[src/rtl/core/ucf_pkg.sv]
// ----------------------------------------------------------------------------
// ucf_pkg
// Shared types, constants and code point functions for the UTF-8 to display
// code folder: register indexes, the queue entry, and the letter tables.
// ----------------------------------------------------------------------------
package ucf_pkg;

   // configuration register indexes
   localparam int CSR_INDEX_W = 2;
   localparam logic [CSR_INDEX_W-1:0] CSR_OUT_CAPACITY = 2'd0;
   localparam logic [CSR_INDEX_W-1:0] CSR_FOLD_MODE    = 2'd1;
   localparam logic [CSR_INDEX_W-1:0] CSR_PL_CODE_BASE = 2'd2;
   localparam int CSR_DATA_W = 9;

   // reset values
   localparam logic [8:0] OUT_CAPACITY_RESET = 9'd32;
   localparam logic [7:0] PL_CODE_BASE_RESET = 8'd128;

   // largest buffer the count can describe
   localparam logic [8:0] CAPACITY_MAX = 9'd256;

   // queue between decoder and mapper
   localparam int UCF_QUEUE_DEPTH = 2;

   // pending continuation bytes
   localparam logic [1:0] PEND_NONE = 2'd0;
   localparam logic [1:0] PEND_ONE  = 2'd1;
   localparam logic [1:0] PEND_TWO  = 2'd2;

   // Polish letters, table order: A-ogonek, C-acute, E-ogonek, L-stroke,
   // N-acute, O-acute, S-acute, Z-acute, Z-dot
   localparam int PL_COUNT = 9;
   localparam logic [15:0] PL_UPPER [PL_COUNT] = '{
      16'h0104, 16'h0106, 16'h0118, 16'h0141, 16'h0143,
      16'h00D3, 16'h015A, 16'h0179, 16'h017B
   };
   localparam logic [15:0] PL_LOWER [PL_COUNT] = '{
      16'h0105, 16'h0107, 16'h0119, 16'h0142, 16'h0144,
      16'h00F3, 16'h015B, 16'h017A, 16'h017C
   };
   localparam logic [7:0] PL_LETTER [PL_COUNT] = '{
      8'h41, 8'h43, 8'h45, 8'h4C, 8'h4E, 8'h4F, 8'h53, 8'h5A, 8'h5A
   };

   // live configuration
   typedef struct packed {
      logic [8:0] out_capacity;
      logic       fold_mode;
      logic [7:0] pl_code_base;
   } ucf_cfg_type;

   // one decoded item travelling from decoder to mapper
   typedef struct packed {
      logic [15:0] point;
      logic        code_valid;
      logic        last;
      logic [7:0]  count;
   } ucf_item_type;

   // Polish letter lookup: bit 4 is the hit, bits 3:0 the table index
   function automatic logic [4:0] pl_lookup(input logic [15:0] cp);
      logic [4:0] res;
      res = 5'd0;
      for (int i = 0; i < PL_COUNT; i++) begin
         if (cp == PL_UPPER[i] || cp == PL_LOWER[i]) begin
            res = {1'b1, 4'(i)};
         end
      end
      return res;
   endfunction

   // Latin-1 accented letters to their base capital, zero if none
   function automatic logic [7:0] latin_fold(input logic [15:0] cp);
      logic [15:0] up;
      logic [7:0]  res;
      up  = (cp >= 16'h00E0 && cp <= 16'h00FE) ? cp - 16'h0020 : cp;
      res = 8'd0;
      if (up >= 16'h00C0 && up <= 16'h00C6) res = 8'h41;
      else if (up == 16'h00C7)                res = 8'h43;
      else if (up >= 16'h00C8 && up <= 16'h00CB) res = 8'h45;
      else if (up >= 16'h00CC && up <= 16'h00CF) res = 8'h49;
      else if (up == 16'h00D1)                res = 8'h4E;
      else if (up >= 16'h00D2 && up <= 16'h00D6) res = 8'h4F;
      else if (up == 16'h00D8)                res = 8'h4F;
      else if (up >= 16'h00D9 && up <= 16'h00DC) res = 8'h55;
      else if (up == 16'h00DD)                res = 8'h59;
      return res;
   endfunction

   // true when the code point yields a display code
   function automatic logic is_drawable(input logic [15:0] cp);
      logic [4:0] pl;
      pl = pl_lookup(cp);
      return (cp != 16'd0 && cp < 16'h0080) || pl[4] || (latin_fold(cp) != 8'd0);
   endfunction

   // display code for a drawable code point
   function automatic logic [7:0] map_point(input logic [15:0] cp,
                                            input logic fold,
                                            input logic [7:0] base);
      logic [4:0] pl;
      logic [7:0] res;
      pl = pl_lookup(cp);
      if (cp >= 16'h0061 && cp <= 16'h007A) begin
         res = cp[7:0] - 8'h20;
      end else if (cp < 16'h0080) begin
         res = cp[7:0];
      end else if (pl[4]) begin
         res = fold ? PL_LETTER[pl[3:0]] : base + {4'd0, pl[3:0]};
      end else begin
         res = latin_fold(cp);
      end
      return res;
   endfunction

endpackage

[src/rtl/core/ucf_front.sv]
// ----------------------------------------------------------------------------
// ucf_front
// Byte decoder: gathers UTF-8 sequences into code points, tracks the name
// state and the emitted count, and pushes one item per accepted byte.
// ----------------------------------------------------------------------------
module ucf_front
   import ucf_pkg::*;
(
   input  logic         clock,
   input  logic         reset,
   input  ucf_cfg_type  cfg,
   input  logic         req_valid,
   output logic         req_ready,
   input  logic [7:0]   req_in_byte,
   input  logic         req_in_last,
   input  logic         queue_full,
   output logic         push_valid,
   output ucf_item_type push_item
);

   logic [1:0]  pending_ff, pending_in;
   logic [15:0] point_ff, point_in;
   logic [7:0]  count_ff, count_in;
   logic        stopped_ff, stopped_in;

   logic        accept;
   logic        handled;
   logic        valid;
   logic [15:0] cp;
   logic [8:0]  cap_eff;
   logic [7:0]  count_next;
   logic [1:0]  pend_w;
   logic [15:0] point_w;
   logic        stop_w;

   assign req_ready = !queue_full;
   assign accept    = req_valid && req_ready;
   assign cap_eff   = (cfg.out_capacity > CAPACITY_MAX) ? CAPACITY_MAX : cfg.out_capacity;

   // decode one byte
   always_comb begin
      handled = 1'b0;
      valid   = 1'b0;
      cp      = 16'd0;
      pend_w  = pending_ff;
      point_w = point_ff;
      stop_w  = stopped_ff;
      if (!stopped_ff) begin
         if (pending_ff != PEND_NONE) begin
            if (req_in_byte[7:6] == 2'b10) begin
               handled = 1'b1;
               if (pending_ff == PEND_TWO) begin
                  point_w = point_ff | {4'd0, req_in_byte[5:0], 6'd0};
                  pend_w  = PEND_ONE;
               end else begin
                  cp      = point_ff | {10'd0, req_in_byte[5:0]};
                  pend_w  = PEND_NONE;
                  point_w = 16'd0;
                  valid   = is_drawable(cp);
               end
            end else begin
               // broken sequence: drop it, retry this byte as a lead
               pend_w  = PEND_NONE;
               point_w = 16'd0;
            end
         end
         if (!handled) begin
            if (req_in_byte == 8'd0 || ({1'b0, count_ff} + 9'd1) >= cap_eff) begin
               stop_w = 1'b1;
            end else if (!req_in_byte[7]) begin
               cp    = {8'd0, req_in_byte};
               valid = 1'b1;
            end else if (req_in_byte[7:5] == 3'b110) begin
               pend_w  = PEND_ONE;
               point_w = {5'd0, req_in_byte[4:0], 6'd0};
            end else if (req_in_byte[7:4] == 4'b1110) begin
               pend_w  = PEND_TWO;
               point_w = {req_in_byte[3:0], 12'd0};
            end
         end
      end
      count_next = valid ? count_ff + 8'd1 : count_ff;
   end

   // next state; a last byte clears everything for the next name
   always_comb begin
      pending_in = pending_ff;
      point_in   = point_ff;
      count_in   = count_ff;
      stopped_in = stopped_ff;
      if (accept) begin
         if (req_in_last) begin
            pending_in = PEND_NONE;
            point_in   = 16'd0;
            count_in   = 8'd0;
            stopped_in = 1'b0;
         end else begin
            pending_in = pend_w;
            point_in   = point_w;
            count_in   = count_next;
            stopped_in = stop_w;
         end
      end
   end

   always_ff @(posedge clock) begin
      if (reset) begin
         pending_ff <= PEND_NONE;
         point_ff   <= 16'd0;
         count_ff   <= 8'd0;
         stopped_ff <= 1'b0;
      end else begin
         pending_ff <= pending_in;
         point_ff   <= point_in;
         count_ff   <= count_in;
         stopped_ff <= stopped_in;
      end
   end

   // item toward the mapper
   assign push_valid            = accept;
   assign push_item.point       = cp;
   assign push_item.code_valid  = valid;
   assign push_item.last        = req_in_last;
   assign push_item.count       = count_next;

   a_pending_code: assert property (@(posedge clock) disable iff (reset)
      pending_ff != 2'd3) else $error("pending count out of range");

   a_stopped_no_pending: assert property (@(posedge clock) disable iff (reset)
      stopped_ff |-> pending_ff == PEND_NONE) else $error("stopped with sequence open");

   a_last_clears: assert property (@(posedge clock) disable iff (reset)
      accept && req_in_last |=> count_ff == 8'd0 && !stopped_ff && pending_ff == PEND_NONE)
      else $error("name state not cleared after last byte");

endmodule

[src/rtl/core/ucf_queue.sv]
// ----------------------------------------------------------------------------
// ucf_queue
// Short FIFO of decoded items between the decoder and the mapper.
// ----------------------------------------------------------------------------
module ucf_queue
   import ucf_pkg::*;
#(
   parameter int QueueDepth = UCF_QUEUE_DEPTH
)(
   input  logic         clock,
   input  logic         reset,
   input  logic         push_valid,
   input  ucf_item_type push_item,
   output logic         full,
   input  logic         pop,
   output logic         head_valid,
   output ucf_item_type head_item
);

   localparam int PtrW  = (QueueDepth > 1) ? $clog2(QueueDepth) : 1;
   localparam int FillW = $clog2(QueueDepth + 1);

   ucf_item_type    entry_ff [QueueDepth];
   logic [PtrW-1:0]  wr_ptr_ff, wr_ptr_in;
   logic [PtrW-1:0]  rd_ptr_ff, rd_ptr_in;
   logic [FillW-1:0] fill_ff, fill_in;
   logic             do_push, do_pop;

   assign full       = (fill_ff == FillW'(QueueDepth));
   assign head_valid = (fill_ff != '0);
   assign head_item  = entry_ff[rd_ptr_ff];
   assign do_push    = push_valid && !full;
   assign do_pop     = pop && head_valid;

   // pointer and fill update
   always_comb begin
      wr_ptr_in = wr_ptr_ff;
      rd_ptr_in = rd_ptr_ff;
      fill_in   = fill_ff;
      if (do_push) begin
         wr_ptr_in = (wr_ptr_ff == PtrW'(QueueDepth - 1)) ? '0 : wr_ptr_ff + 1'b1;
      end
      if (do_pop) begin
         rd_ptr_in = (rd_ptr_ff == PtrW'(QueueDepth - 1)) ? '0 : rd_ptr_ff + 1'b1;
      end
      if (do_push && !do_pop)      fill_in = fill_ff + 1'b1;
      else if (do_pop && !do_push) fill_in = fill_ff - 1'b1;
   end

   always_ff @(posedge clock) begin
      if (reset) begin
         wr_ptr_ff <= '0;
         rd_ptr_ff <= '0;
         fill_ff   <= '0;
      end else begin
         wr_ptr_ff <= wr_ptr_in;
         rd_ptr_ff <= rd_ptr_in;
         fill_ff   <= fill_in;
      end
   end

   // storage
   always_ff @(posedge clock) begin
      if (do_push) entry_ff[wr_ptr_ff] <= push_item;
   end

   a_fill_bound: assert property (@(posedge clock) disable iff (reset)
      fill_ff <= FillW'(QueueDepth)) else $error("queue fill above depth");

   a_no_push_full: assert property (@(posedge clock) disable iff (reset)
      push_valid |-> !full) else $error("item pushed into full queue");

endmodule

[src/rtl/core/ucf_back.sv]
// ----------------------------------------------------------------------------
// ucf_back
// Mapper: turns a queued code point into its display code and holds the
// result in an output register until taken.
// ----------------------------------------------------------------------------
module ucf_back
   import ucf_pkg::*;
(
   input  logic         clock,
   input  logic         reset,
   input  ucf_cfg_type  cfg,
   input  logic         head_valid,
   input  ucf_item_type head_item,
   output logic         pop,
   output logic         rsp_valid,
   input  logic         rsp_ready,
   output logic         rsp_code_valid,
   output logic [7:0]   rsp_code_out,
   output logic         rsp_name_done,
   output logic [7:0]   rsp_code_count
);

   logic       out_valid_ff, out_valid_in;
   logic       code_valid_ff;
   logic [7:0] code_ff, code_in;
   logic       done_ff;
   logic [7:0] count_ff;

   assign pop = head_valid && (!out_valid_ff || rsp_ready);

   // display code for the head item
   always_comb begin
      code_in = head_item.code_valid
              ? map_point(head_item.point, cfg.fold_mode, cfg.pl_code_base) : 8'd0;
      out_valid_in = pop ? 1'b1 : (out_valid_ff && !rsp_ready);
   end

   always_ff @(posedge clock) begin
      if (reset) out_valid_ff <= 1'b0;
      else       out_valid_ff <= out_valid_in;
   end

   always_ff @(posedge clock) begin
      if (pop) begin
         code_valid_ff <= head_item.code_valid;
         code_ff       <= code_in;
         done_ff       <= head_item.last;
         count_ff      <= head_item.count;
      end
   end

   assign rsp_valid      = out_valid_ff;
   assign rsp_code_valid = code_valid_ff;
   assign rsp_code_out   = code_ff;
   assign rsp_name_done  = done_ff;
   assign rsp_code_count = count_ff;

   a_dropped_zero: assert property (@(posedge clock) disable iff (reset)
      rsp_valid && !rsp_code_valid |-> rsp_code_out == 8'd0)
      else $error("dropped item carries a nonzero code");

endmodule

[src/rtl/core/utf8_to_display_code_folder.sv]
// ----------------------------------------------------------------------------
// utf8_to_display_code_folder
// Converts a UTF-8 name, one byte per item, into one-byte display codes.
// ----------------------------------------------------------------------------
// Takes one byte per clock while the queue has room and returns exactly one
// result per byte. Each accepted byte is decoded into a short queue and is
// then mapped into the output register that drives rsp_*. Sustained rate
// is one item per cycle as long as rsp_ready is high; the two-entry queue
// and the output register absorb stalls on either side.
// Configuration (out_capacity, fold_mode, pl_code_base) is written through
// csr_write_en / csr_index / csr_wdata and must only change while no item
// is in flight; writes to an index past the last register are ignored.
module utf8_to_display_code_folder
   import ucf_pkg::*;
#(
   parameter int QueueDepth = UCF_QUEUE_DEPTH
)(
   input  logic                   clock,
   input  logic                   reset,
   input  logic                   req_valid,
   output logic                   req_ready,
   input  logic [7:0]             req_in_byte,
   input  logic                   req_in_last,
   output logic                   rsp_valid,
   input  logic                   rsp_ready,
   output logic                   rsp_code_valid,
   output logic [7:0]             rsp_code_out,
   output logic                   rsp_name_done,
   output logic [7:0]             rsp_code_count,
   input  logic                   csr_write_en,
   input  logic [CSR_INDEX_W-1:0] csr_index,
   input  logic [CSR_DATA_W-1:0]  csr_wdata
);

   ucf_cfg_type  cfg_ff, cfg_in;
   logic         queue_full;
   logic         push_valid;
   ucf_item_type push_item;
   logic         pop;
   logic         head_valid;
   ucf_item_type head_item;

   // configuration registers
   always_comb begin
      cfg_in = cfg_ff;
      if (csr_write_en) begin
         unique case (csr_index)
            CSR_OUT_CAPACITY: cfg_in.out_capacity = csr_wdata;
            CSR_FOLD_MODE:    cfg_in.fold_mode    = csr_wdata[0];
            CSR_PL_CODE_BASE: cfg_in.pl_code_base = csr_wdata[7:0];
            default:          cfg_in = cfg_ff;
         endcase
      end
   end

   always_ff @(posedge clock) begin
      if (reset) begin
         cfg_ff.out_capacity <= OUT_CAPACITY_RESET;
         cfg_ff.fold_mode    <= 1'b0;
         cfg_ff.pl_code_base <= PL_CODE_BASE_RESET;
      end else begin
         cfg_ff <= cfg_in;
      end
   end

   ucf_front u_front (
      .clock       (clock),
      .reset       (reset),
      .cfg         (cfg_ff),
      .req_valid   (req_valid),
      .req_ready   (req_ready),
      .req_in_byte (req_in_byte),
      .req_in_last (req_in_last),
      .queue_full  (queue_full),
      .push_valid  (push_valid),
      .push_item   (push_item)
   );

   ucf_queue #(
      .QueueDepth (QueueDepth)
   ) u_queue (
      .clock      (clock),
      .reset      (reset),
      .push_valid (push_valid),
      .push_item  (push_item),
      .full       (queue_full),
      .pop        (pop),
      .head_valid (head_valid),
      .head_item  (head_item)
   );

   ucf_back u_back (
      .clock          (clock),
      .reset          (reset),
      .cfg            (cfg_ff),
      .head_valid     (head_valid),
      .head_item      (head_item),
      .pop            (pop),
      .rsp_valid      (rsp_valid),
      .rsp_ready      (rsp_ready),
      .rsp_code_valid (rsp_code_valid),
      .rsp_code_out   (rsp_code_out),
      .rsp_name_done  (rsp_name_done),
      .rsp_code_count (rsp_code_count)
   );

endmodule
[config.mk]
export PLATFORM = sky130hd
export DESIGN_NAME = utf8_to_display_code_folder
export DESIGN_NICKNAME = d
export VERILOG_FILES = /design/src/rtl/core/ucf_pkg.sv /design/src/rtl/core/ucf_front.sv /design/src/rtl/core/ucf_queue.sv /design/src/rtl/core/ucf_back.sv /design/src/rtl/core/utf8_to_display_code_folder.sv
export SDC_FILE = /design/constraint.sdc
export NUM_CORES = 1
export LEC_CHECK = 0
export ABC_AREA = 1
export BUFFER_PORTS_ARGS = -buffer_cell sky130_fd_sc_hd__buf_2
export CAP_MARGIN = 25
export CORE_ASPECT_RATIO = 1.5
export CORE_MARGIN = 5
export CORE_UTILIZATION = 65
export CTS_CLUSTER_SIZE = 40
export DETAILED_ROUTE_END_ITERATION = 8
export MAX_ROUTING_LAYER = met4
export PLACE_DENSITY = 0.84
export SLEW_MARGIN = 25
export SYNTH_ARGS = -nofsm -noshare
export SYNTH_HDL_FRONTEND = slang
export SYNTH_HIERARCHICAL = 1
export SYNTH_SLANG_ARGS = --single-unit
[constraint.sdc]
create_clock -name clock -period 9.2 [get_ports clock]
set_input_delay 0.92 -clock clock [delete_from_list [all_inputs] [get_ports clock]]
set_output_delay 0.92 -clock clock [all_outputs]
set_load 0.01 [all_outputs]
==> metrics <==
syn nets=1049; area of the mapped netlist=7841 sq um; Die W=99.68 um; top cell type's share of synthesized area=26.81%; Async SR Flop Fraction=0%; Worst-path clk slew=0.06 ns; area occupied by multi-input gates=4024 sq um; Routed WL=19.65 mm; ys flop type=edfxtp_1; initial antenna violation count=0; CP Data Required Time=9.36 ns; CP Class=reg2reg; routability cong.=0.9728; hold crit path type=reg2reg; Slew @ Worst Pin=0.9780 ns; fin nets=1098; drt drc=0; Pwr Density=241.3 nW/um^2; Slew Limit Headroom=34.30%; share of layout cells above drive strength 1=18.36%; drt pass-1 iters=5; Final Max Tran Viols=0; nature of the critical path endpoint=flip-flop; CTS tree=done; synthesized flop and latch total=121; post-synthesis compound-gate area fraction=9.398%; maxcap violations=0; vias in the first global route=6788; top cells by count, synth=nand2_1, nor2_1, inv_1, nand3_1, edfxtp_1; TNS Setup=0 ns; Max H-tree Level=4; CP Max Fanout=26; area growth from synthesis to layout=11.54%; chip height=144.5 um; Synth Area in Simple Gates=32.34%; internal power=1.352 mW; LEAKAGE=3.844 nW; Peak VDD IR=0.1981 mV; Avg WL per Cell=16.18 um; Clock Latency Late Sink=0.41 ns; Max Buffers Root-to-Sink=2; Detailed Place HPWL=14.64 mm; mux contribution to synthesized area=4.691%; clock share of power=30.9%; Sw Ratio=35.93%; EDFF count, synth=70; die area=14410 sq um; Std-Cell Rows=49; Net Sw Power=0.7582 mW; yosys warns=6; Unique masters post-synth=56; Overall Global Routing Usage=28.80%; core box area=11890 sq um; clk root buf=clkbuf_16; # hold bufs at CTS=0; Routed Antenna Nets=0; Num Clock Sinks=121; Synth Area in XOR/XNOR=1.005%; vias post-DR=7021; Seq/Total Area, Yosys=39.83%; largest family of logic cells by synthesized area=simple AND/OR/NAND/NOR gates; Flop pwr share=35.5%; crit path DAT=4.38 ns; combinational share of power=33.5%; critical path launch point type=flip-flop; R2R Setup Slk=4.98 ns; synth top area cells=edfxtp_1, dfxtp_1, nand2_1, nor2_1, inv_1; clock period minus worst slack=4.223 ns; Synth Area per Inst=7.833 sq um; Via density=5.779; filler instances=918; fin crit share=45.91%; endpoints failing setup=0; post-cts sizing count=0; Reg area=3123 sq um; outcome=completed; top-level port count=45; wire length of the first global-routing pass=31.75 mm; Ant. Diodes=0; count leader, synth=nand2_1; Initial Util=65.93%; WHS=0.4751 ns; post-route clock skew=0.01261 ns; Hold Fails Final Rpt=0; number of buffers created by CTS=17; initial detailed-routing violation count=446; Gate Count Post-Synth=1001; Port Buffer Count=44; Post-CTS Repair Setup Buffers=0; unrepaired setup endpoints after global routing=false; GRT overflow=0; FMAX=0.2368 GHz; cell accounting for the most synthesized area=edfxtp_1; area share of fa/ha/maj cells after synthesis=3.766%; largest net degree at the start of global routing=27
[worst paths after layout]
kind,from,end,cells past startpoint
worst max-delay path,flip-flop,u_back/rsp_code_out[4],19
worst min-delay path,u_front/point_ff[1],u_front/point_ff[1],2
worst max register to register,flip-flop,u_back/rsp_code_out[4],19
worst min register to register,u_front/point_ff[1],u_front/point_ff[1],2
[registers in the layout, summed over array words and instances (netlist names), 2 cells and up, named ones only]
register and count:
u_front/count_ff 8, cfg_ff 18, u_front/point_ff 16, u_queue/fill_ff 2, u_queue/entry_ff 52, u_back/rsp_code_out 8
u_back/rsp_code_count 8, u_front/pending_ff 2
[through the flow]
step           worst slack, ns  total power [mW]  cell area, sq um  utilization (%)  cells
2_1_floorplan            5.618             1.279              7841                -   1001
3_3_place_gp             5.227             1.435              8145            68.48   1184
3_5_place_dp             5.140             1.453              8145            68.48   1184
4_1_cts                  5.040             2.116              8746            73.53   1215
5_1_grt                  4.755             2.223              8746            73.53   1215
6_report                 4.977             2.110              8746            73.53   1215
[power groups by stage]
stage	registers, mW	clock network (mW)	logic (mW)
2_1_floorplan	0.768	0	0.511
3_3_place_gp	0.754	0	0.682
3_5_place_dp	0.759	0	0.695
4_1_cts	0.749	0.662	0.705
5_1_grt	0.757	0.687	0.779
6_report	0.750	0.653	0.708
[kinds of logic after synthesis]
kind of cell               Yosys count
AOI/OAI and AO/OA                  122
xor gates and xnor gates             9
adders and majority gates           23
buffers and inverters              165
DFF                                121
muxes                               26
and+or+nand+nor                    535
[final cells by class]
type | count | share of cell area [%]
well taps | 153 | 2.189
multi-input cells | 715 | 46.01
clock buffers | 22 | 6.037
inverters | 146 | 6.280
flip-flops and latches | 121 | 35.71
repair buffers | 49 | 2.947
clock inverters | 9 | 0.8298
[routing by layer]
| metal | wire (um) | track usage, % | part of all wire (%) |
|---|---|---|---|
| met5 | 0 | - | 0 |
| met4 | 1080 | 17.84 | 5.5 |
| met3 | 989 | 4.488 | 5.0 |
| met2 | 10300 | 50.97 | 52 |
| met1 | 7284 | 29.60 | 37 |
[worst max-delay path, cell delays in order (launching register included)]
cell	delay (ns)
dfxtp_1	0.31
buf_4	0.38
mux2_4	0.35
nor2_1	0.19
inv_1	0.11
nor4_4	0.37
nand2_1	0.09
nor2_1	0.22
nand3_1	0.13
o2111ai_1	0.20
ha_1	0.24
inv_1	0.05
fa_1	0.40
o21ai_0	0.28
xor2_1	0.19
nand2_1	0.06
o211ai_1	0.11
nand2_1	0.07
o221ai_1	0.14
inv_1	0.05
[layout by cell type (no fill, tap or decap), types with 3 or more instances in the layout]
cell type and instances:
a221oi_1 4, nand4_1 24, o211ai_1 3, nand2_2 29, dfxtp_1 51, o2111ai_1 7, nor2_2 11, mux2_2 6
a21oi_1 53, o21ai_0 29, nand3_1 88, xor2_1 9, edfxtp_1 70, o31ai_1 4, mux2_4 20, a22oi_1 3
nor2_4 5, inv_2 16, clkinv_1 5, buf_4 5, inv_6 3, nand2_4 9, nor3_1 13, nor2_1 151
clkbuf_16 20, ha_1 22, clkinv_4 3, a211oi_1 3, and2_1 9, inv_1 124, buf_2 44, nand3_2 7
nand2_1 180
No activity file was read; power rests on OpenSTA's default activity.
